**src/rtl/dnsar_pkg.sv**
```systemverilog
`default_nettype none

package dnsar_pkg;

   // message limits
   localparam int MAX_MESSAGE_BYTES = 512;
   localparam int BYTE_INDEX_WIDTH  = $clog2(MAX_MESSAGE_BYTES + 1);
   localparam int POS_WIDTH         = 12;
   localparam int WP_WIDTH          = POS_WIDTH + 1;
   localparam int POS_LIMIT         = 4096;
   localparam int WCOUNT_WIDTH      = 5;
   localparam int QUEUE_DEPTH       = 4;

   // header byte offsets
   localparam logic [BYTE_INDEX_WIDTH-1:0] HDR_FLAGS_HI_IDX = BYTE_INDEX_WIDTH'(2);
   localparam logic [BYTE_INDEX_WIDTH-1:0] HDR_FLAGS_LO_IDX = BYTE_INDEX_WIDTH'(3);
   localparam logic [BYTE_INDEX_WIDTH-1:0] HDR_QD_HI_IDX    = BYTE_INDEX_WIDTH'(4);
   localparam logic [BYTE_INDEX_WIDTH-1:0] HDR_QD_LO_IDX    = BYTE_INDEX_WIDTH'(5);
   localparam logic [BYTE_INDEX_WIDTH-1:0] HDR_COUNTS_IDX   = BYTE_INDEX_WIDTH'(6);
   localparam logic [BYTE_INDEX_WIDTH-1:0] HDR_LAST_IDX     = BYTE_INDEX_WIDTH'(11);

   // protocol constants
   localparam logic [7:0]  FLAGS_HI        = 8'h81;
   localparam logic [7:0]  FLAGS_LO        = 8'h80;
   localparam logic [15:0] OPCODE_MASK     = 16'h7800;
   localparam logic [7:0]  POINTER_MIN     = 8'd192;
   localparam logic [7:0]  POINTER_TAG     = 8'hc0;
   localparam logic [7:0]  TTL_LOW         = 8'h3c;
   localparam logic [7:0]  RDLENGTH_LOW    = 8'h04;
   localparam logic [7:0]  ONE_LOW         = 8'h01;
   localparam logic [7:0]  TYPECLASS_BYTES = 8'd4;
   localparam logic [31:0] TYPE_CLASS_A_IN = 32'h0001_0001;
   localparam logic [POS_WIDTH-1:0] PATCH_HI_POS = POS_WIDTH'(6);
   localparam logic [POS_WIDTH-1:0] PATCH_LO_POS = POS_WIDTH'(7);

   typedef enum logic [2:0] {
      PH_HEADER,
      PH_QSTART,
      PH_NAME,
      PH_LABEL,
      PH_PTR2,
      PH_TYPECLASS,
      PH_DONE
   } phase_type;

   // one classified transaction handed from the parser to the writer
   typedef struct packed {
      logic [7:0]              data;
      logic [POS_WIDTH-1:0]    base;
      logic [WCOUNT_WIDTH-1:0] write_count;
      logic [POS_WIDTH-1:0]    qstart_pos;
      logic                    last;
      logic [15:0]             answers;
      logic                    drop;
      logic [POS_WIDTH-1:0]    length;
   } cmd_type;

   // byte k of the 16-byte A answer
   function automatic logic [7:0] answer_byte(input logic [3:0] k,
                                              input logic [POS_WIDTH-1:0] qs,
                                              input logic [31:0] addr);
      logic [7:0] r;
      unique case (k)
         4'd0:    r = POINTER_TAG | {4'h0, qs[11:8]};
         4'd1:    r = qs[7:0];
         4'd3:    r = ONE_LOW;
         4'd5:    r = ONE_LOW;
         4'd9:    r = TTL_LOW;
         4'd11:   r = RDLENGTH_LOW;
         4'd12:   r = addr[31:24];
         4'd13:   r = addr[23:16];
         4'd14:   r = addr[15:8];
         4'd15:   r = addr[7:0];
         default: r = 8'h00;
      endcase
      return r;
   endfunction

endpackage

`default_nettype wire

```
**src/rtl/dns_a_record_responder_top.sv**
```systemverilog
// path: a query byte's first write passes the transaction queue, then the output register
// throughput: one query byte a cycle in, one write a cycle out of the writer's single port
// a type A class IN question adds 16 answer writes and the last byte adds two count patches,
// so input stalls while the 4-entry transaction queue is full; rsp_stall holds writes
// reset: synchronous, active high; clears parse state, queue, output valid and the address
`default_nettype none

module dns_a_record_responder_top (
   input  wire                              clock,
   input  wire                              reset,
   // query bytes
   input  wire                              req_valid,
   output logic                             req_stall,
   input  wire  [7:0]                       req_query_byte,
   input  wire                              req_last_byte,
   // response writes
   output logic                             rsp_valid,
   input  wire                              rsp_stall,
   output logic [7:0]                       rsp_out_byte,
   output logic [dnsar_pkg::POS_WIDTH-1:0]  rsp_out_position,
   output logic                             rsp_is_final,
   output logic                             rsp_verdict,
   output logic [dnsar_pkg::POS_WIDTH-1:0]  rsp_reply_length,
   // answer address register
   input  wire                              csr_valid,
   output logic                             csr_ready,
   input  wire  [31:0]                      csr_answer_address
);
   import dnsar_pkg::*;

   logic [31:0] answer_address_ff, answer_address_in;

   cmd_type     push_cmd;
   cmd_type     head;
   logic        push;
   logic        pop;
   logic        queue_full;
   logic        queue_empty;

   // the register takes a write in any cycle
   assign csr_ready         = 1'b1;
   assign answer_address_in = (csr_valid && csr_ready) ? csr_answer_address : answer_address_ff;

   always_ff @(posedge clock) begin
      if (reset) begin
         answer_address_ff <= '0;
      end else begin
         answer_address_ff <= answer_address_in;
      end
   end

   // input is held off only while the queue has no free slot
   assign req_stall = queue_full;

   // parser: walks header and questions, tracks response position,
   // answer count and drop verdict, at most one transaction per accepted byte
   dnsar_front u_front (
      .clock          (clock),
      .reset          (reset),
      .req_valid      (req_valid),
      .req_query_byte (req_query_byte),
      .req_last_byte  (req_last_byte),
      .queue_full     (queue_full),
      .push           (push),
      .cmd            (push_cmd)
   );

   // decouples parsing from the answer bursts
   dnsar_queue u_queue (
      .clock    (clock),
      .reset    (reset),
      .push     (push),
      .push_cmd (push_cmd),
      .pop      (pop),
      .full     (queue_full),
      .empty    (queue_empty),
      .head     (head)
   );

   // writer: expands each transaction into copied byte, answer bytes
   // and count patches through one output register
   dnsar_back u_back (
      .clock            (clock),
      .reset            (reset),
      .head             (head),
      .queue_empty      (queue_empty),
      .answer_address   (answer_address_ff),
      .pop              (pop),
      .rsp_valid        (rsp_valid),
      .rsp_stall        (rsp_stall),
      .rsp_out_byte     (rsp_out_byte),
      .rsp_out_position (rsp_out_position),
      .rsp_is_final     (rsp_is_final),
      .rsp_verdict      (rsp_verdict),
      .rsp_reply_length (rsp_reply_length)
   );

endmodule

`default_nettype wire

```
**src/rtl/dnsar_queue.sv**
```systemverilog
`default_nettype none

module dnsar_queue (
   input  wire                 clock,
   input  wire                 reset,
   input  wire                 push,
   input  dnsar_pkg::cmd_type  push_cmd,
   input  wire                 pop,
   output logic                full,
   output logic                empty,
   output dnsar_pkg::cmd_type  head
);
   import dnsar_pkg::*;

   localparam int PTR_WIDTH   = (QUEUE_DEPTH > 1) ? $clog2(QUEUE_DEPTH) : 1;
   localparam int COUNT_WIDTH = $clog2(QUEUE_DEPTH + 1);

   cmd_type                entries_ff [QUEUE_DEPTH];
   logic [PTR_WIDTH-1:0]   wr_ptr_ff, wr_ptr_in;
   logic [PTR_WIDTH-1:0]   rd_ptr_ff, rd_ptr_in;
   logic [COUNT_WIDTH-1:0] count_ff, count_in;

   assign full  = (count_ff == COUNT_WIDTH'(QUEUE_DEPTH));
   assign empty = (count_ff == '0);
   assign head  = entries_ff[rd_ptr_ff];

   always_comb begin
      wr_ptr_in = wr_ptr_ff;
      rd_ptr_in = rd_ptr_ff;
      count_in  = count_ff;
      if (push) begin
         wr_ptr_in = (wr_ptr_ff == PTR_WIDTH'(QUEUE_DEPTH - 1)) ? '0 : wr_ptr_ff + 1'b1;
      end
      if (pop) begin
         rd_ptr_in = (rd_ptr_ff == PTR_WIDTH'(QUEUE_DEPTH - 1)) ? '0 : rd_ptr_ff + 1'b1;
      end
      if (push && !pop) begin
         count_in = count_ff + 1'b1;
      end else if (pop && !push) begin
         count_in = count_ff - 1'b1;
      end
   end

   always_ff @(posedge clock) begin
      if (reset) begin
         wr_ptr_ff <= '0;
         rd_ptr_ff <= '0;
         count_ff  <= '0;
      end else begin
         wr_ptr_ff <= wr_ptr_in;
         rd_ptr_ff <= rd_ptr_in;
         count_ff  <= count_in;
      end
   end

   always_ff @(posedge clock) begin
      if (push) begin
         entries_ff[wr_ptr_ff] <= push_cmd;
      end
   end

endmodule

`default_nettype wire

```
**src/rtl/dnsar_front.sv**
```systemverilog
`default_nettype none

module dnsar_front (
   input  wire                 clock,
   input  wire                 reset,
   input  wire                 req_valid,
   input  wire  [7:0]          req_query_byte,
   input  wire                 req_last_byte,
   input  wire                 queue_full,
   output logic                push,
   output dnsar_pkg::cmd_type  cmd
);
   import dnsar_pkg::*;

   logic [BYTE_INDEX_WIDTH-1:0] byte_index_ff, byte_index_in;
   logic [WP_WIDTH-1:0]         write_position_ff, write_position_in;
   logic [15:0]                 header_hold_ff, header_hold_in;
   logic [15:0]                 questions_left_ff, questions_left_in;
   phase_type                   phase_ff, phase_in, phase_after;
   logic [7:0]                  label_left_ff, label_left_in;
   logic [31:0]                 type_class_ff, type_class_in;
   logic [POS_WIDTH-1:0]        qstart_pos_ff, qstart_pos_in;
   logic [15:0]                 answers_made_ff, answers_made_in;
   logic                        drop_ff, drop_in;

   logic                        accept;
   logic                        take;
   logic [BYTE_INDEX_WIDTH-1:0] idx;
   logic [7:0]                  b;
   logic [7:0]                  label_dec;
   logic [31:0]                 type_class_shift;
   logic [15:0]                 questions_dec;
   logic                        emit;
   logic                        answer;
   logic [7:0]                  out_data;
   logic [15:0]                 answers_after;
   logic                        drop_after;
   logic [WCOUNT_WIDTH-1:0]     count;
   logic [WP_WIDTH-1:0]         room;
   logic [WCOUNT_WIDTH-1:0]     write_count;
   logic [WP_WIDTH-1:0]         wp_after;

   assign accept           = req_valid && !queue_full;
   assign take             = byte_index_ff < BYTE_INDEX_WIDTH'(MAX_MESSAGE_BYTES);
   assign idx              = byte_index_ff;
   assign b                = req_query_byte;
   assign label_dec        = label_left_ff - 8'd1;
   assign type_class_shift = {type_class_ff[23:0], b};
   assign questions_dec    = questions_left_ff - 16'd1;

   // parse phase after this byte
   always_comb begin
      phase_after = phase_ff;
      if (accept && take) begin
         unique case (phase_ff)
            PH_HEADER: begin
               if (idx == HDR_LAST_IDX) begin
                  phase_after = (questions_left_ff == '0) ? PH_DONE : PH_QSTART;
               end
            end
            PH_QSTART, PH_NAME: begin
               priority if (b == 8'd0) begin
                  phase_after = PH_TYPECLASS;
               end else if (b >= POINTER_MIN) begin
                  phase_after = PH_PTR2;
               end else begin
                  phase_after = PH_LABEL;
               end
            end
            PH_LABEL: begin
               if (label_dec == '0) begin
                  phase_after = PH_NAME;
               end
            end
            PH_PTR2: begin
               phase_after = PH_TYPECLASS;
            end
            PH_TYPECLASS: begin
               if (label_dec == '0) begin
                  phase_after = (questions_dec == '0) ? PH_DONE : PH_QSTART;
               end
            end
            PH_DONE: begin
               phase_after = PH_DONE;
            end
            default: begin
               phase_after = phase_ff;
            end
         endcase
      end
   end

   assign phase_in = (accept && req_last_byte) ? PH_HEADER : phase_after;

   // datapath and transaction fields
   always_comb begin
      byte_index_in     = byte_index_ff;
      header_hold_in    = header_hold_ff;
      questions_left_in = questions_left_ff;
      label_left_in     = label_left_ff;
      type_class_in     = type_class_ff;
      answers_after     = answers_made_ff;
      drop_after        = drop_ff;
      emit              = 1'b0;
      answer            = 1'b0;
      out_data          = b;

      if (accept && take) begin
         byte_index_in = byte_index_ff + 1'b1;
         unique case (phase_ff)
            PH_HEADER: begin
               emit = 1'b1;
               priority if (idx == HDR_FLAGS_HI_IDX) begin
                  header_hold_in = {b, 8'h00};
                  out_data       = FLAGS_HI;
               end else if (idx == HDR_FLAGS_LO_IDX) begin
                  if (((header_hold_ff | {8'h00, b}) & OPCODE_MASK) != '0) begin
                     drop_after = 1'b1;
                  end
                  out_data = FLAGS_LO;
               end else if (idx >= HDR_COUNTS_IDX) begin
                  out_data = 8'h00;
               end else begin
                  if (idx == HDR_QD_HI_IDX) begin
                     header_hold_in = {8'h00, b};
                  end
                  if (idx == HDR_QD_LO_IDX) begin
                     questions_left_in = {header_hold_ff[7:0], b};
                     if ({header_hold_ff[7:0], b} == 16'd0) begin
                        drop_after = 1'b1;
                     end
                  end
               end
            end
            PH_QSTART, PH_NAME: begin
               emit = 1'b1;
               priority if (b == 8'd0) begin
                  label_left_in = TYPECLASS_BYTES;
                  type_class_in = '0;
               end else if (b >= POINTER_MIN) begin
                  label_left_in = label_left_ff;
               end else begin
                  label_left_in = b;
               end
            end
            PH_LABEL: begin
               emit          = 1'b1;
               label_left_in = label_dec;
            end
            PH_PTR2: begin
               emit          = 1'b1;
               label_left_in = TYPECLASS_BYTES;
               type_class_in = '0;
            end
            PH_TYPECLASS: begin
               emit          = 1'b1;
               type_class_in = type_class_shift;
               label_left_in = label_dec;
               if (label_dec == '0) begin
                  answer            = (type_class_shift == TYPE_CLASS_A_IN);
                  answers_after     = answers_made_ff + 16'(answer);
                  questions_left_in = questions_dec;
               end
            end
            PH_DONE: begin
               emit = 1'b0;
            end
            default: begin
               emit = 1'b0;
            end
         endcase
      end

      // writes past the end of the response are suppressed and force a drop
      count = WCOUNT_WIDTH'(emit) + (answer ? WCOUNT_WIDTH'(16) : '0);
      room  = WP_WIDTH'(POS_LIMIT) - write_position_ff;
      if (WP_WIDTH'(count) > room) begin
         write_count = room[WCOUNT_WIDTH-1:0];
         drop_after  = 1'b1;
      end else begin
         write_count = count;
      end
      wp_after = write_position_ff + WP_WIDTH'(write_count);

      qstart_pos_in     = (take && phase_after == PH_QSTART && accept)
                          ? wp_after[POS_WIDTH-1:0] : qstart_pos_ff;
      write_position_in = wp_after;
      answers_made_in   = answers_after;
      drop_in           = drop_after;

      cmd.data        = out_data;
      cmd.base        = write_position_ff[POS_WIDTH-1:0];
      cmd.write_count = write_count;
      cmd.qstart_pos  = qstart_pos_ff;
      cmd.last        = req_last_byte;
      cmd.answers     = answers_after;
      cmd.drop        = drop_after || !(phase_after == PH_QSTART || phase_after == PH_DONE);
      cmd.length      = (wp_after == WP_WIDTH'(POS_LIMIT)) ? '1 : wp_after[POS_WIDTH-1:0];

      // end of message: back to the reset state
      if (accept && req_last_byte) begin
         byte_index_in     = '0;
         write_position_in = '0;
         header_hold_in    = '0;
         questions_left_in = '0;
         label_left_in     = '0;
         type_class_in     = '0;
         qstart_pos_in     = '0;
         answers_made_in   = '0;
         drop_in           = 1'b0;
      end
   end

   assign push = accept && (write_count != '0 || req_last_byte);

   always_ff @(posedge clock) begin
      if (reset) begin
         byte_index_ff     <= '0;
         write_position_ff <= '0;
         header_hold_ff    <= '0;
         questions_left_ff <= '0;
         phase_ff          <= PH_HEADER;
         label_left_ff     <= '0;
         type_class_ff     <= '0;
         qstart_pos_ff     <= '0;
         answers_made_ff   <= '0;
         drop_ff           <= 1'b0;
      end else begin
         byte_index_ff     <= byte_index_in;
         write_position_ff <= write_position_in;
         header_hold_ff    <= header_hold_in;
         questions_left_ff <= questions_left_in;
         phase_ff          <= phase_in;
         label_left_ff     <= label_left_in;
         type_class_ff     <= type_class_in;
         qstart_pos_ff     <= qstart_pos_in;
         answers_made_ff   <= answers_made_in;
         drop_ff           <= drop_in;
      end
   end

endmodule

`default_nettype wire

```
**src/rtl/dnsar_back.sv**
```systemverilog
`default_nettype none

module dnsar_back (
   input  wire                              clock,
   input  wire                              reset,
   input  dnsar_pkg::cmd_type               head,
   input  wire                              queue_empty,
   input  wire  [31:0]                      answer_address,
   output logic                             pop,
   output logic                             rsp_valid,
   input  wire                              rsp_stall,
   output logic [7:0]                       rsp_out_byte,
   output logic [dnsar_pkg::POS_WIDTH-1:0]  rsp_out_position,
   output logic                             rsp_is_final,
   output logic                             rsp_verdict,
   output logic [dnsar_pkg::POS_WIDTH-1:0]  rsp_reply_length
);
   import dnsar_pkg::*;

   logic [WCOUNT_WIDTH-1:0] step_ff, step_in;
   logic                    valid_ff, valid_in;
   logic [7:0]              byte_ff, byte_in;
   logic [POS_WIDTH-1:0]    position_ff, position_in;
   logic                    final_ff, final_in;
   logic                    verdict_ff, verdict_in;
   logic [POS_WIDTH-1:0]    length_ff, length_in;

   logic                    advance;
   logic [WCOUNT_WIDTH-1:0] end_step;
   logic [WCOUNT_WIDTH-1:0] answer_step;

   // a last transaction carries two extra steps for the count patches
   assign advance     = !queue_empty && (!valid_ff || !rsp_stall);
   assign end_step    = head.write_count + (head.last ? WCOUNT_WIDTH'(2) : WCOUNT_WIDTH'(0))
                        - WCOUNT_WIDTH'(1);
   assign answer_step = step_ff - WCOUNT_WIDTH'(1);
   assign pop         = advance && (step_ff == end_step);

   always_comb begin
      step_in     = step_ff;
      valid_in    = valid_ff && rsp_stall;
      byte_in     = byte_ff;
      position_in = position_ff;
      final_in    = final_ff;
      verdict_in  = verdict_ff;
      length_in   = length_ff;
      if (advance) begin
         valid_in = 1'b1;
         step_in  = (step_ff == end_step) ? '0 : step_ff + 1'b1;
         priority if (step_ff < head.write_count) begin
            byte_in     = (step_ff == '0) ? head.data
                          : answer_byte(answer_step[3:0], head.qstart_pos, answer_address);
            position_in = head.base + POS_WIDTH'(step_ff);
            final_in    = 1'b0;
            verdict_in  = 1'b0;
            length_in   = '0;
         end else if (step_ff == head.write_count) begin
            byte_in     = head.answers[15:8];
            position_in = PATCH_HI_POS;
            final_in    = 1'b0;
            verdict_in  = 1'b0;
            length_in   = '0;
         end else begin
            byte_in     = head.answers[7:0];
            position_in = PATCH_LO_POS;
            final_in    = 1'b1;
            verdict_in  = head.drop;
            length_in   = head.length;
         end
      end
   end

   always_ff @(posedge clock) begin
      if (reset) begin
         step_ff  <= '0;
         valid_ff <= 1'b0;
      end else begin
         step_ff  <= step_in;
         valid_ff <= valid_in;
      end
   end

   always_ff @(posedge clock) begin
      byte_ff     <= byte_in;
      position_ff <= position_in;
      final_ff    <= final_in;
      verdict_ff  <= verdict_in;
      length_ff   <= length_in;
   end

   assign rsp_valid        = valid_ff;
   assign rsp_out_byte     = byte_ff;
   assign rsp_out_position = position_ff;
   assign rsp_is_final     = final_ff;
   assign rsp_verdict      = verdict_ff;
   assign rsp_reply_length = length_ff;

endmodule

`default_nettype wire
```
**config.mk**
```make
export PLATFORM = sky130hd
export DESIGN_NAME = dns_a_record_responder_top
export DESIGN_NICKNAME = d
export VERILOG_FILES = /design/src/rtl/dnsar_pkg.sv /design/src/rtl/dns_a_record_responder_top.sv /design/src/rtl/dnsar_queue.sv /design/src/rtl/dnsar_front.sv /design/src/rtl/dnsar_back.sv
export SDC_FILE = /design/constraint.sdc
export NUM_CORES = 1
export LEC_CHECK = 0
export BUFFER_PORTS_ARGS = -buffer_cell sky130_fd_sc_hd__buf_2
export CORE_UTILIZATION = 50
export DETAILED_ROUTE_END_ITERATION = 7
export PLACE_DENSITY = 0.67
export SLEW_MARGIN = 20
export SYNTH_ARGS = -nofsm -noshare
export SYNTH_HDL_FRONTEND = slang
export SYNTH_SLANG_ARGS = --single-unit
export TNS_END_PERCENT = 50
```
**constraint.sdc**
```tcl
create_clock -name clock -period 10.1 [get_ports clock]
set_input_delay 0.505 -clock clock [delete_from_list [all_inputs] [get_ports clock]]
set_output_delay 0.505 -clock clock [all_outputs]
set_load 0.005 [all_outputs]
```
## Word level (Yosys, flattened, before mapping)

Memory sizes are Yosys's and may differ from the RTL's. A register that Yosys moved wholly into a read port is not among the register bits.
Index checks and enable logic that the tools add are counted.

- Flip-flop bits (word level): 197
- Bits in writable memories: 268
- Bits of input ports: 46
- Output and inout bits: 37
- Word-level logic and storage cells: 197
- Memories kept: 1

Memories:

| memory | words | width | read ports | clocked after memory_dff | write ports | RTL line | source |
|---|---|---|---|---|---|---|---|
| u_queue.entries_ff | 4 | 67 | 1 | 1 | 1 | dnsar_queue.sv:18 | `cmd_type entries_ff [QUEUE_DEPTH];` |

- Add/sub/neg operators: 16
- $lt $le $gt $ge: 5
- Equality and inequality tests: 38
- Multiplexer cells: 67
- Bitwise operators: 1
- Reduce and logical (&&, ||, !) cells: 48

Operator list:

| kind | count |
|---|---|
| two-way mux 16 bit | 8 |
| two-way mux 8 bit | 10 |
| case mux 24 bit (3 select lines) | 1 |
| case mux 8 bit (9 select lines) | 1 |
| two-way mux 15 bit | 4 |
| zero test 16 bit | 3 |
| == test 32 x 17 -> 1 bit, second input constant | 1 |
| case mux 16 bit (2 select lines) | 1 |
| two-way mux 3 bit | 10 |
| == test 4 bit, second input constant | 6 |
| two-way mux 12 bit | 2 |
| two-way mux 24 bit | 1 |
| case mux 8 bit (3 select lines) | 1 |
| == test 10 x 2 -> 1 bit, second input constant | 2 |
| == test 10 x 3 -> 1 bit, second input constant | 2 |
| two-way mux 1 bit | 19 |
| case mux 3 bit (6 select lines) | 1 |
| adder 16 x 1 -> 16 bit | 1 |
| zero test 8 bit | 2 |
| nonzero test 16 bit | 1 |
| subtractor 16 x 1 -> 16 bit, second input constant | 1 |
| == test 3 bit, second input constant | 5 |
| two-way mux 5 bit | 3 |
| bitwise OR 15 x 8 -> 15 bit | 1 |
| other kinds (45) | 88 |

## Longest topological paths before layout

Gate-level depths: netlist of the first run.

- Depth in word-level cells: 16
- Depth in mapped cells: 29
- Mapped depth without buffers: 26

## Modules after synthesis

A second synthesis of the first run with hierarchy kept.

- Cells, all modules: 1,648
- Area, all modules: 20,752.4 um^2

Modules (own cells, without submodules):

| module | times used | cells an instance | area an instance (um^2) | sequential area each (um^2) |
|---|---|---|---|---|
| dnsar_queue | 1 | 394 | 10,142.2 | 8,227.9 |
| dnsar_front | 1 | 845 | 6,505.0 | 2,302.2 |
| dnsar_back | 1 | 304 | 2,930.3 | 1,141.1 |
| dns_a_record_responder_top | 1 | 105 | 1,174.9 | 640.6 |

## Least setup slack after synthesis of the first run

No wires, ideal clock.

- Path kind: reg-to-reg
- Start point: register u_front.label_left_ff[0]
- End point: memory u_queue.entries_ff[0][10] (netlist bit), data pin
- Library setup time: 145 ps
- Arrival time: 5,439 ps
- Data required time: 9,955 ps
- Setup slack: 4,517 ps
- Cell stages (with the launch flop): 30
- Path buffers: 3
- Clock period less this slack: 5,583 ps
- Cell sequence: dfxtp_1 -> inv_1 -> ha_1 -> or2_2 -> nor2_1 -> o2111a_1 -> and3_1 -> clkbuf_1 -> and2_1 -> ha_1 -> o21ai_0 -> o21ba_2 -> nor3_2 -> buf_2 -> nand2_1 -> o21a_1 -> inv_1 -> ha_1 -> ha_1 -> a21oi_1 -> and2_1 -> o21ai_0 -> nand3_1 -> or4_1 -> o211a_1 -> a2111oi_2 -> and4_1 -> o2111ai_2 -> buf_6 -> nand2_1

RTL lines:

| item | RTL line | source |
|---|---|---|
| start, declared | dnsar_front.sv:20 | `logic [7:0] label_left_ff, label_left_in;` |
| start signal, assigned | dnsar_front.sv:234 | `label_left_ff <= label_left_in;` |
| end, declared | dnsar_queue.sv:18 |  |

==> results.yml, run 1 <==
outcome:
  status: "completed"
clock_tree:
  cts_resized: 0
  root_buffer: "clkbuf_16"
  clk_path_buf_depth: 3
  cts_sinks: 464
  post-cts-setup-buffer-count: 0
  cts_tree: "built"
  hold_buffers: 0
  cts_max_level: 2
  clk_latency_ns: 0.57
  numCtsBuffers: 47
  path_clk_slew_ns: 0.06
placement:
  port-buffer-count: 81
  post_dp_cell_area_mm2: 0.02137
  preCtsSetupSlack_ns: 2.916
  routabilityCongestion: 0.8553
  hpwl_um: 29610
synth:
  synthCells: 1652
  synth.avg_cell_area_um2: 12.44
  synth_nets: 1744
  yosys.area.top_type: "edfxtp_1"
  yosysSeqAreaShare_pct: 59.92
  synth-seq-cells: 464
  synth_most_common_cell: "edfxtp_1"
  synth_top_area_share_pct: 44.14
  syn_area_mm2: 0.02055
  synthTopCellsByCount: "302 x edfxtp_1, 162 x dfxtp_1, 155 x nor2_1"
  ys.flop_type: "edfxtp_1"
  yosysUniqueCellTypes: 76
  ys_top_cells_by_area: "edfxtp_1 44%, dfxtp_1 16%, mux4_2 7.3%"
  ys_async_sr_fraction_pct: 0
  synth_edf_count: 302
  yosysWarnings: 0
timing:
  tightest_slew_ns: 1.017
  setup_ws_ns: 2.789
  hold_viol: 0
  post-route-period-util_pct: 72.39
  whs_ns: 0.1737
  relSlewSlack_pct: 31.67
  worst_clock_skew_ns: 0.01619
  final_max_slew_viol_count: 0
  setup_violations: 0
  fin_setup_tns_ns: 0
  clock.fmax_mhz: 136.8
  fin_crit_ns: 7.311
  rsz0062_at_grt: "false"
floorplan:
  die_x_um: 204.7
  num_rows: 73
  dieArea_mm2: 0.04191
  coreArea_mm2: 0.04010
  io_pins: 83
  start_util_pct: 51.24
  die_h_um: 204.7
routing:
  viasPerCell: 5.892
  avgRoutedWirePerCell_um: 20.41
  wirelength_um: 46230
  via_count: 13350
  drc_errors: 0
  drt-pass1-iter-count: 5
  ant_nets: 0
  drtIter0Drc: 993
hold_path:
  min_path_type: "primary input to flip-flop"
layout:
  multi_input_area_mm2: 0.007751
  fin_nets: 1792
  final_area_mm2: 0.02296
  register_area_mm2: 0.01232
  drive_gt1_share_pct: 15.31
  syn2layout_area_growth_pct: 11.76
  fillers: 3213
power:
  ir_drop_uv: 133.5
  power.leakage_nw: 8.173
  p_total_mw: 5.170
  p_per_area_mw_per_mm2: 225.1
global_route:
  antenna_found_initial: 1
  grt_pass1_vias: 12890
  grt_first_pass_wirelength_um: 72390
  grt_overflow: 0
  grt_max_degree: 93
  grt_usage_pct: 22.55
critical_path:
  crit_fanout: 47
  required_ns: 10.49
  start_kind: "flip-flop"
  endpoint_kind: "flip-flop"
  worstPathArrival_ns: 7.70
  worstSetupPathType: "flip-flop to flip-flop"
job:
  maxCapViolations: 0
-- final timing paths --
kind	slack [ns]	to	depth (start not counted)	startpoint
worst max-delay path	2.79	u_queue.entries_ff[2][1]	25	u_front.phase_ff[2]
worst min-delay path	0.17	answer_address_ff[2]	3	csr_answer_address[2]
worst max register to register	2.79	u_queue.entries_ff[2][1]	25	u_front.phase_ff[2]
worst min register to register	0.46	u_front.type_class_ff[16]	2	u_front.type_class_ff[16]
-- logic make-up after synthesis --
logic type,Yosys count,share of synthesized area (%)
multiplexers,122,10.11
buffers and inverters,134,2.600
AO/OA/AOI/OAI,284,8.982
other,1,0.01825
adder cells (fa/ha/maj),47,2.959
AND/OR/NAND/NOR,537,12.73
XOR/XNOR,63,2.685
flip-flops,464,59.92
-- where the power goes --
| group | switching (mW) | leakage, nW | internal, mW | total (mW) |
|---|---|---|---|---|
| clock | 0.704 | 0.752 | 1.07 | 1.78 |
| combinational | 0.644 | 3.34 | 0.391 | 1.04 |
| sequential | 0.0959 | 4.08 | 2.26 | 2.36 |
-- sequential cells by signal, summed over array words and instances (netlist names), 3 cells and up, named ones only --
name                       cells
u_front.questions_left_ff     16
u_front.header_hold_ff        12
u_front.answers_made_ff       16
answer_address_ff             32
u_queue.count_ff               3
u_queue.entries_ff           268
u_back.rsp_out_position       12
u_back.rsp_reply_length       12
u_front.byte_index_ff         10
u_front.write_position_ff     13
u_front.label_left_ff          8
u_front.type_class_ff         24
u_back.step_ff                 5
u_front.phase_ff               3
u_back.rsp_out_byte            8
u_front.qstart_pos_ff         12
-- final cells by class --
| class | count | area share (%) |
|---|---|---|
| Antenna cell | 3 | 0.03269 |
| Sequential cell | 464 | 53.64 |
| Clock inverter | 26 | 1.433 |
| Multi-Input combinational cell | 1054 | 33.75 |
| Clock buffer | 60 | 5.421 |
| Timing Repair Buffer | 96 | 2.256 |
| Inverter | 37 | 0.6048 |
| Tap cell | 525 | 2.861 |
-- routing by layer --
metal  up-vias  wire, um  global-route usage, %
met5         -         0                      0
met4         0      1243                  7.036
met3        77      2801                  4.629
met2       366     20840                  34.93
met1      6603     21340                  31.85
li1       6300         -                      -
-- per-stage QoR --
step	cells	util [%]
2_1_floorplan	1652	-
3_3_place_gp	2176	53.31
3_5_place_dp	2176	53.31
4_1_cts	2262	57.23
5_1_grt	2262	57.25
6_report	2265	57.27
-- worst max-delay path: stages, from the launching register on --
cell	delay (ns)
dfxtp_1	0.58
inv_1	0.17
nor2_1	0.24
and2_1	0.16
buf_4	0.40
and3_1	0.45
and2_1	0.30
ha_1	0.19
o21ai_0	0.08
o21ba_2	0.27
nor3_2	0.68
nand2_1	0.16
o21a_1	0.16
inv_1	0.12
ha_1	0.24
ha_1	0.29
a21oi_1	0.10
and2_1	0.20
o21ai_0	0.30
nand3_1	0.11
or4_1	0.41
o211a_1	0.18
a2111oi_2	0.29
and4_1	0.25
o2111ai_2	0.44
nand2b_1	0.32
-- cells in the final DEF, fill, tap and decap left out, drive strengths merged, types with 6 or more instances in the layout --
master | netlist | routed
edfxtp | 302 | 302
dfxtp | 162 | 162
nor2 | 155 | 155
nand2 | 127 | 127
a21oi | 97 | 97
buf | 24 | 96
nand3 | 70 | 70
mux4 | 67 | 67
clkbuf | 73 | 60
o21ai | 52 | 52
mux2i | 51 | 51
ha | 43 | 43
inv | 37 | 38
xor2 | 35 | 35
and2 | 34 | 34
xnor2 | 28 | 28
and3 | 27 | 27
nor3 | 26 | 26
a22oi | 25 | 25
a211oi | 16 | 16
nor4 | 14 | 14
nand4 | 14 | 14
nor2b | 14 | 14
o31ai | 13 | 13
clkinv | 0 | 13
or3 | 11 | 11
a21o | 10 | 10
a221oi | 10 | 10
a31oi | 10 | 10
bufinv | 0 | 8
nor3b | 7 | 7
a22o | 7 | 7
nand2b | 7 | 7
or2 | 6 | 6
o22ai | 6 | 6
No activity file was read; power rests on OpenSTA's default activity.
==> inputs of run 2 (changes only) <==
--- a/config.mk
+++ b/config.mk
@@ -8,7 +8,7 @@
 export BUFFER_PORTS_ARGS = -buffer_cell sky130_fd_sc_hd__buf_2
 export CORE_UTILIZATION = 50
 export DETAILED_ROUTE_END_ITERATION = 7
-export PLACE_DENSITY = 0.67
+export PLACE_DENSITY = 0.69
 export SLEW_MARGIN = 20
 export SYNTH_ARGS = -nofsm -noshare
 export SYNTH_HDL_FRONTEND = slang
==> constraint.sdc (replaced) <==
create_clock -name clock -period 6.6 [get_ports clock]
set_input_delay 0.33 -clock clock [delete_from_list [all_inputs] [get_ports clock]]
set_output_delay 0.33 -clock clock [all_outputs]
set_load 0.005 [all_outputs]
==> run 2 against run 1 <==
  * Combinational power grew 57%
  * Global-route usage increased by 0.62 points
  * Final cell count grew 1.5%
  * Highest routed layer is now met5
  * Critical path type unchanged
  * Register-to-register slack worse by 2.2 ns
  * Critical endpoint is now u_queue.entries_ff[3][11]
  * Fmax grew 21%
  * Utilization is 1.4 points higher
==> results.yml, run 2 (same netlist as run 1, synthesis figures left out) <==
global_route:
  grt_pass1_vias: 13390
  grtUsageMet3_pct: 3.484
  grt_max_degree: 97
  grt_overflow: 0
  grtUsageMet2_pct: 37.01
  antenna_found_initial: 1
  grt_first_pass_wirelength_um: 74640
  use_met1_pct: 32.15
  grt_busiest_layer: "met2"
  grt_usage_pct: 23.17
layout:
  final_area_mm2: 0.02351
  diodes: 0
  fin_nets: 1828
  drive_gt1_share_pct: 16.17
  fillers: 3139
  syn2layout_area_growth_pct: 14.40
  fin_cells: 2300
  layout_common_cells: "302 x edfxtp_1, 160 x dfxtp_1, 155 x nor2_1"
  final_common_cell: "edfxtp_1"
  largest_reg_flops: 268
  top_register: "u_queue.entries_ff"
  top_regs: "u_queue.entries_ff: 268 flops, answer_address_ff: 32 flops, u_front.type_class_ff: 24 flops"
  utilization_pct: 58.62
clock_tree:
  cts_sinks: 464
  clk_path_buf_depth: 3
  cts_max_level: 2
  clk_latency_ns: 0.58
  path_clk_slew_ns: 0.06
  root_buffer: "clkbuf_16"
  cts_tree: "built"
  numCtsBuffers: 48
critical_path:
  start_kind: "flip-flop"
  worstPathArrival_ns: 6.46
  required_ns: 7.00
  worstSetupPathType: "flip-flop to flip-flop"
  endpoint_kind: "flip-flop"
  crit_fanout: 12
  ff2ff_path_depth: 27
routing:
  via_count: 13620
  avgRoutedWirePerCell_um: 20.59
  drc_errors: 0
  wirelength_um: 47360
  ant_nets: 0
  drt-pass1-iter-count: 5
  viasPerCell: 5.921
  drtIter0Drc: 1133
timing:
  worst_clock_skew_ns: 0.02619
  tightest_slew_ns: 1.102
  setup_violations: 0
  post-route-period-util_pct: 91.81
  fin_setup_tns_ns: 0
  setup_ws_ns: 0.5406
  fin_crit_ns: 6.059
  final_max_slew_viol_count: 0
  rsz0062_at_grt: "false"
  relSlewSlack_pct: 26.52
  clock.fmax_mhz: 165.0
  whs_ns: 0.02843
  hold_viol: 0
floorplan:
  die_x_um: 204.7
  coreArea_mm2: 0.04010
  start_util_pct: 51.24
  num_rows: 73
  io_pins: 83
  die_h_um: 204.7
  dieArea_mm2: 0.04191
placement:
  routabilityCongestion: 0.8830
  dp_cells: 2181
  hpwl_um: 29660
  port-buffer-count: 81
  preCtsSetupSlack_ns: 0.08048
  post_dp_cell_area_mm2: 0.02145
hold_path:
  hold_depth: 3
  min_path_type: "primary input to flip-flop"
power:
  ir_drop_uv: 171.8
  p_total_mw: 8.145
  p_per_area_mw_per_mm2: 346.5
  power.leakage_nw: 8.456
job:
  maxCapViolations: 0
outcome:
  status: "completed"
==> run 2: critical path: stages, from the launching register on <==
cell and delay (ns):
dfxtp_1 0.39, inv_1 0.09, ha_1 0.25, or2_2 0.30, nor2_1 0.09, o2111a_1 0.23
and3_1 0.18, and2_1 0.22, ha_1 0.19, o21ai_0 0.09, o21ba_2 0.27, nor3_4 0.32
nand2_1 0.12, o21a_1 0.14, inv_1 0.18, ha_1 0.26, ha_1 0.30, a21oi_1 0.11
and2_1 0.19, o21ai_1 0.24, nand3_1 0.10, or4_1 0.42, o311a_1 0.19, mux2_2 0.29
o22ai_1 0.23, o2111ai_4 0.17, buf_12 0.19, nand2_1 0.13
==> run 2: cell type report <==
cell class	instances	area [um2]	share of cell area, %
clock buffers	58	1295	5.509
clock inverters	31	417.9	1.778
inverters	37	138.9	0.5908
flip-flops and latches	464	12320	52.40
repair buffers	131	905.9	3.854
multi-input cells	1054	7775	33.08
well taps	525	656.9	2.794
==> run 2: timing repair <==
item | in CTS | in global routing
endpoints found under the setup margin | 0 | 48
hold buffers | 27 | 0
resized for setup | 0 | 4
endpoints found under the hold margin | 27 | 0
setup buffers | 0 | 2
==> run 2: where the power goes <==
part | switching [mW] | internal, mW
Sequential | 0.137 | 3.46
Combinational | 1.01 | 0.616
Clock | 1.13 | 1.79
Total | 2.28 | 5.87
==> run 2: path summary, 6_finish.rpt <==
check / startpoint / to / slack (ns)
worst min register to register: u_front.type_class_ff[18] / u_front.type_class_ff[18] / 0.45
worst max-delay path: u_front.label_left_ff[0] / u_queue.entries_ff[3][11] / 0.54
worst min-delay path: rsp_stall / u_back.rsp_valid / 0.03
worst max register to register: u_front.label_left_ff[0] / u_queue.entries_ff[3][11] / 0.54
==> run 2: per-layer routing <==
metal | vias up | routed length (um)
met5 | - | 15
met1 | 6711 | 20880
met3 | 95 | 2964
li1 | 6376 | -
met4 | 2 | 1444
met2 | 434 | 22060
==> inputs of run 3 (changes only) <==
--- a/config.mk
+++ b/config.mk
@@ -5,9 +5,10 @@
 export SDC_FILE = /design/constraint.sdc
 export NUM_CORES = 1
 export LEC_CHECK = 0
-export BUFFER_PORTS_ARGS = -buffer_cell sky130_fd_sc_hd__buf_2
+export BUFFER_PORTS_ARGS = -buffer_cell sky130_fd_sc_hd__clkbuf_2
 export CORE_UTILIZATION = 50
 export DETAILED_ROUTE_END_ITERATION = 7
+export MAX_ROUTING_LAYER = met4
 export PLACE_DENSITY = 0.69
 export SLEW_MARGIN = 20
 export SYNTH_ARGS = -nofsm -noshare
==> run 3 against run 2 <==
  * Sequential cell count unchanged
  * Worst hold slack better by 0.0033 ns
  * Largest cell class unchanged
  * Utilization is 0.50 points lower
  * Sequential power hardly changed
  * Via count decreased by 0.62%
==> results.yml, run 3 (same netlist as run 1, synthesis figures left out) <==
outcome:
  status: "completed"
layout:
  top_regs: "u_queue.entries_ff: 268 flops, answer_address_ff: 32 flops, u_front.type_class_ff: 24 flops"
  multi_input_area_mm2: 0.007757
  fin_nets: 1827
  top_register: "u_queue.entries_ff"
  syn2layout_area_growth_pct: 13.43
  final_common_cell: "edfxtp_1"
  register_area_mm2: 0.01232
  final_area_mm2: 0.02331
  layout_common_cells: "302 x edfxtp_1, 160 x dfxtp_1, 155 x nor2_1"
  fillers: 3189
  drive_gt1_share_pct: 15.55
  utilization_pct: 58.12
  fin_cells: 2301
  largest_reg_flops: 268
routing:
  drtIter0Drc: 992
  viasPerCell: 5.881
  via_count: 13530
  drc_errors: 0
  ant_nets: 0
  avgRoutedWirePerCell_um: 20.23
  wirelength_um: 46560
  drt-pass1-iter-count: 6
critical_path:
  critical_path_buf_inv_count: 3
  worstPathArrival_ns: 6.50
  ff2ff_path_depth: 26
  crit_fanout: 12
  crit_slowest_cell: "or4_1"
  r2r-end: "u_queue.entries_ff[3][0]"
  endpoint_kind: "flip-flop"
  path_delay_family: "compound AO/OA/AOI/OAI gates"
  ff2ff_setup_slack_ns: 0.50
  rr_startpoint: "u_front.label_left_ff[0]"
  cp.depth: 26
  worstSetupPathType: "flip-flop to flip-flop"
  required_ns: 7.00
  start_kind: "flip-flop"
  crit_start: "u_front.label_left_ff[0]"
  slowest_delay_ns: 0.45
  crit_end: "u_queue.entries_ff[3][0]"
  cp_common_cell: "ha_1"
timing:
  tightest_slew_ns: 1.096
  worst_clock_skew_ns: 0.02341
  setup_ws_ns: 0.4956
  relSlewSlack_pct: 26.93
  final_max_slew_viol_count: 0
  whs_ns: 0.03172
  post-route-period-util_pct: 92.49
  rsz0062_at_grt: "false"
  fin_setup_tns_ns: 0
  clock.fmax_mhz: 163.8
  hold_viol: 0
  fin_crit_ns: 6.104
  setup_violations: 0
clock_tree:
  clk_path_buf_depth: 3
  root_buffer: "clkbuf_16"
  cts_tree: "built"
  path_clk_slew_ns: 0.06
  cts_max_level: 2
  numCtsBuffers: 48
  clk_latency_ns: 0.59
  cts_sinks: 464
placement:
  hpwl_um: 29450
  port-buffer-count: 81
  routabilityCongestion: 0.9022
  dp_cells: 2181
  preCtsSetupSlack_ns: 0.3476
  post_dp_cell_area_mm2: 0.02141
job:
  maxCapViolations: 0
global_route:
  grt_usage_pct: 23.28
  grt_overflow: 0
  grt_first_pass_wirelength_um: 72770
  grt_max_degree: 79
  antenna_found_initial: 2
  grt_pass1_vias: 13140
power:
  p_per_area_mw_per_mm2: 339.0
  ir_drop_uv: 202.6
  p_clk_share_pct: 34.0
  swShare_pct: 28.37
  seqPwrFrac_pct: 45.7
  internal_power_mw: 5.659
  p_switching_mw: 2.241
  power.leakage_nw: 8.367
  p_total_mw: 7.901
  pwr-share-comb_pct: 20.3
floorplan:
  start_util_pct: 51.24
  die_x_um: 204.7
  io_pins: 83
  num_rows: 73
  dieArea_mm2: 0.04191
  die_h_um: 204.7
  coreArea_mm2: 0.04010
hold_path:
  min_path_type: "primary input to flip-flop"
run 3: power groups by stage:
stage / clock network [mW] / registers [mW] / logic [mW]
after global routing: 2.85 / 3.64 / 1.76
after CTS: 2.75 / 3.61 / 1.61
after detailed placement: 0 / 3.67 / 1.59
final: 2.69 / 3.61 / 1.60
after global placement: 0 / 3.66 / 1.57
after floorplan: 0 / 3.64 / 1.06
run 3: layout make-up:
class	instances	share of cell area, %
Antenna cell	1	0.01074
Clock buffer	73	6.179
Clock inverter	17	0.6335
Inverter	37	0.5959
Multi-Input combinational cell	1054	33.29
Sequential cell	464	52.85
Tap cell	525	2.818
Timing Repair Buffer	130	3.629
run 3: tightest hold or removal path, cell delays in order:
cell and delay [ns]:
clkbuf_2 0.10, mux2i_1 0.06, nor2_1 0.08
run 3: timing repair:
action / 4_1_cts / 5_1_grt
setup buffers: 0 / 0
setup endpoints to repair: 0 / 48
hold endpoints to repair: 29 / 0
hold buffers: 29 / 0
resized for setup: 0 / 1
run 3: worst min path at each step:
stage                                   start                        end  slack (ns)  depth (start not counted)
floorplan                       req_last_byte  u_queue.entries_ff[0][29]        0.43                          0
global placement    u_front.type_class_ff[16]  u_front.type_class_ff[16]        0.44                          2
detailed placement  u_front.type_class_ff[17]  u_front.type_class_ff[17]        0.45                          2
CTS                    csr_answer_address[21]      answer_address_ff[21]      0.0003                          3
global route            csr_answer_address[1]       answer_address_ff[1]        0.04                          3
finish                 csr_answer_address[21]      answer_address_ff[21]        0.03                          3
run 3: metal layers:
metal	part of all wire (%)	GRT usage, %
met5	0	-
met4	2.4	7.489
met3	5.8	3.198
met2	47	36.18
met1	45	31.64
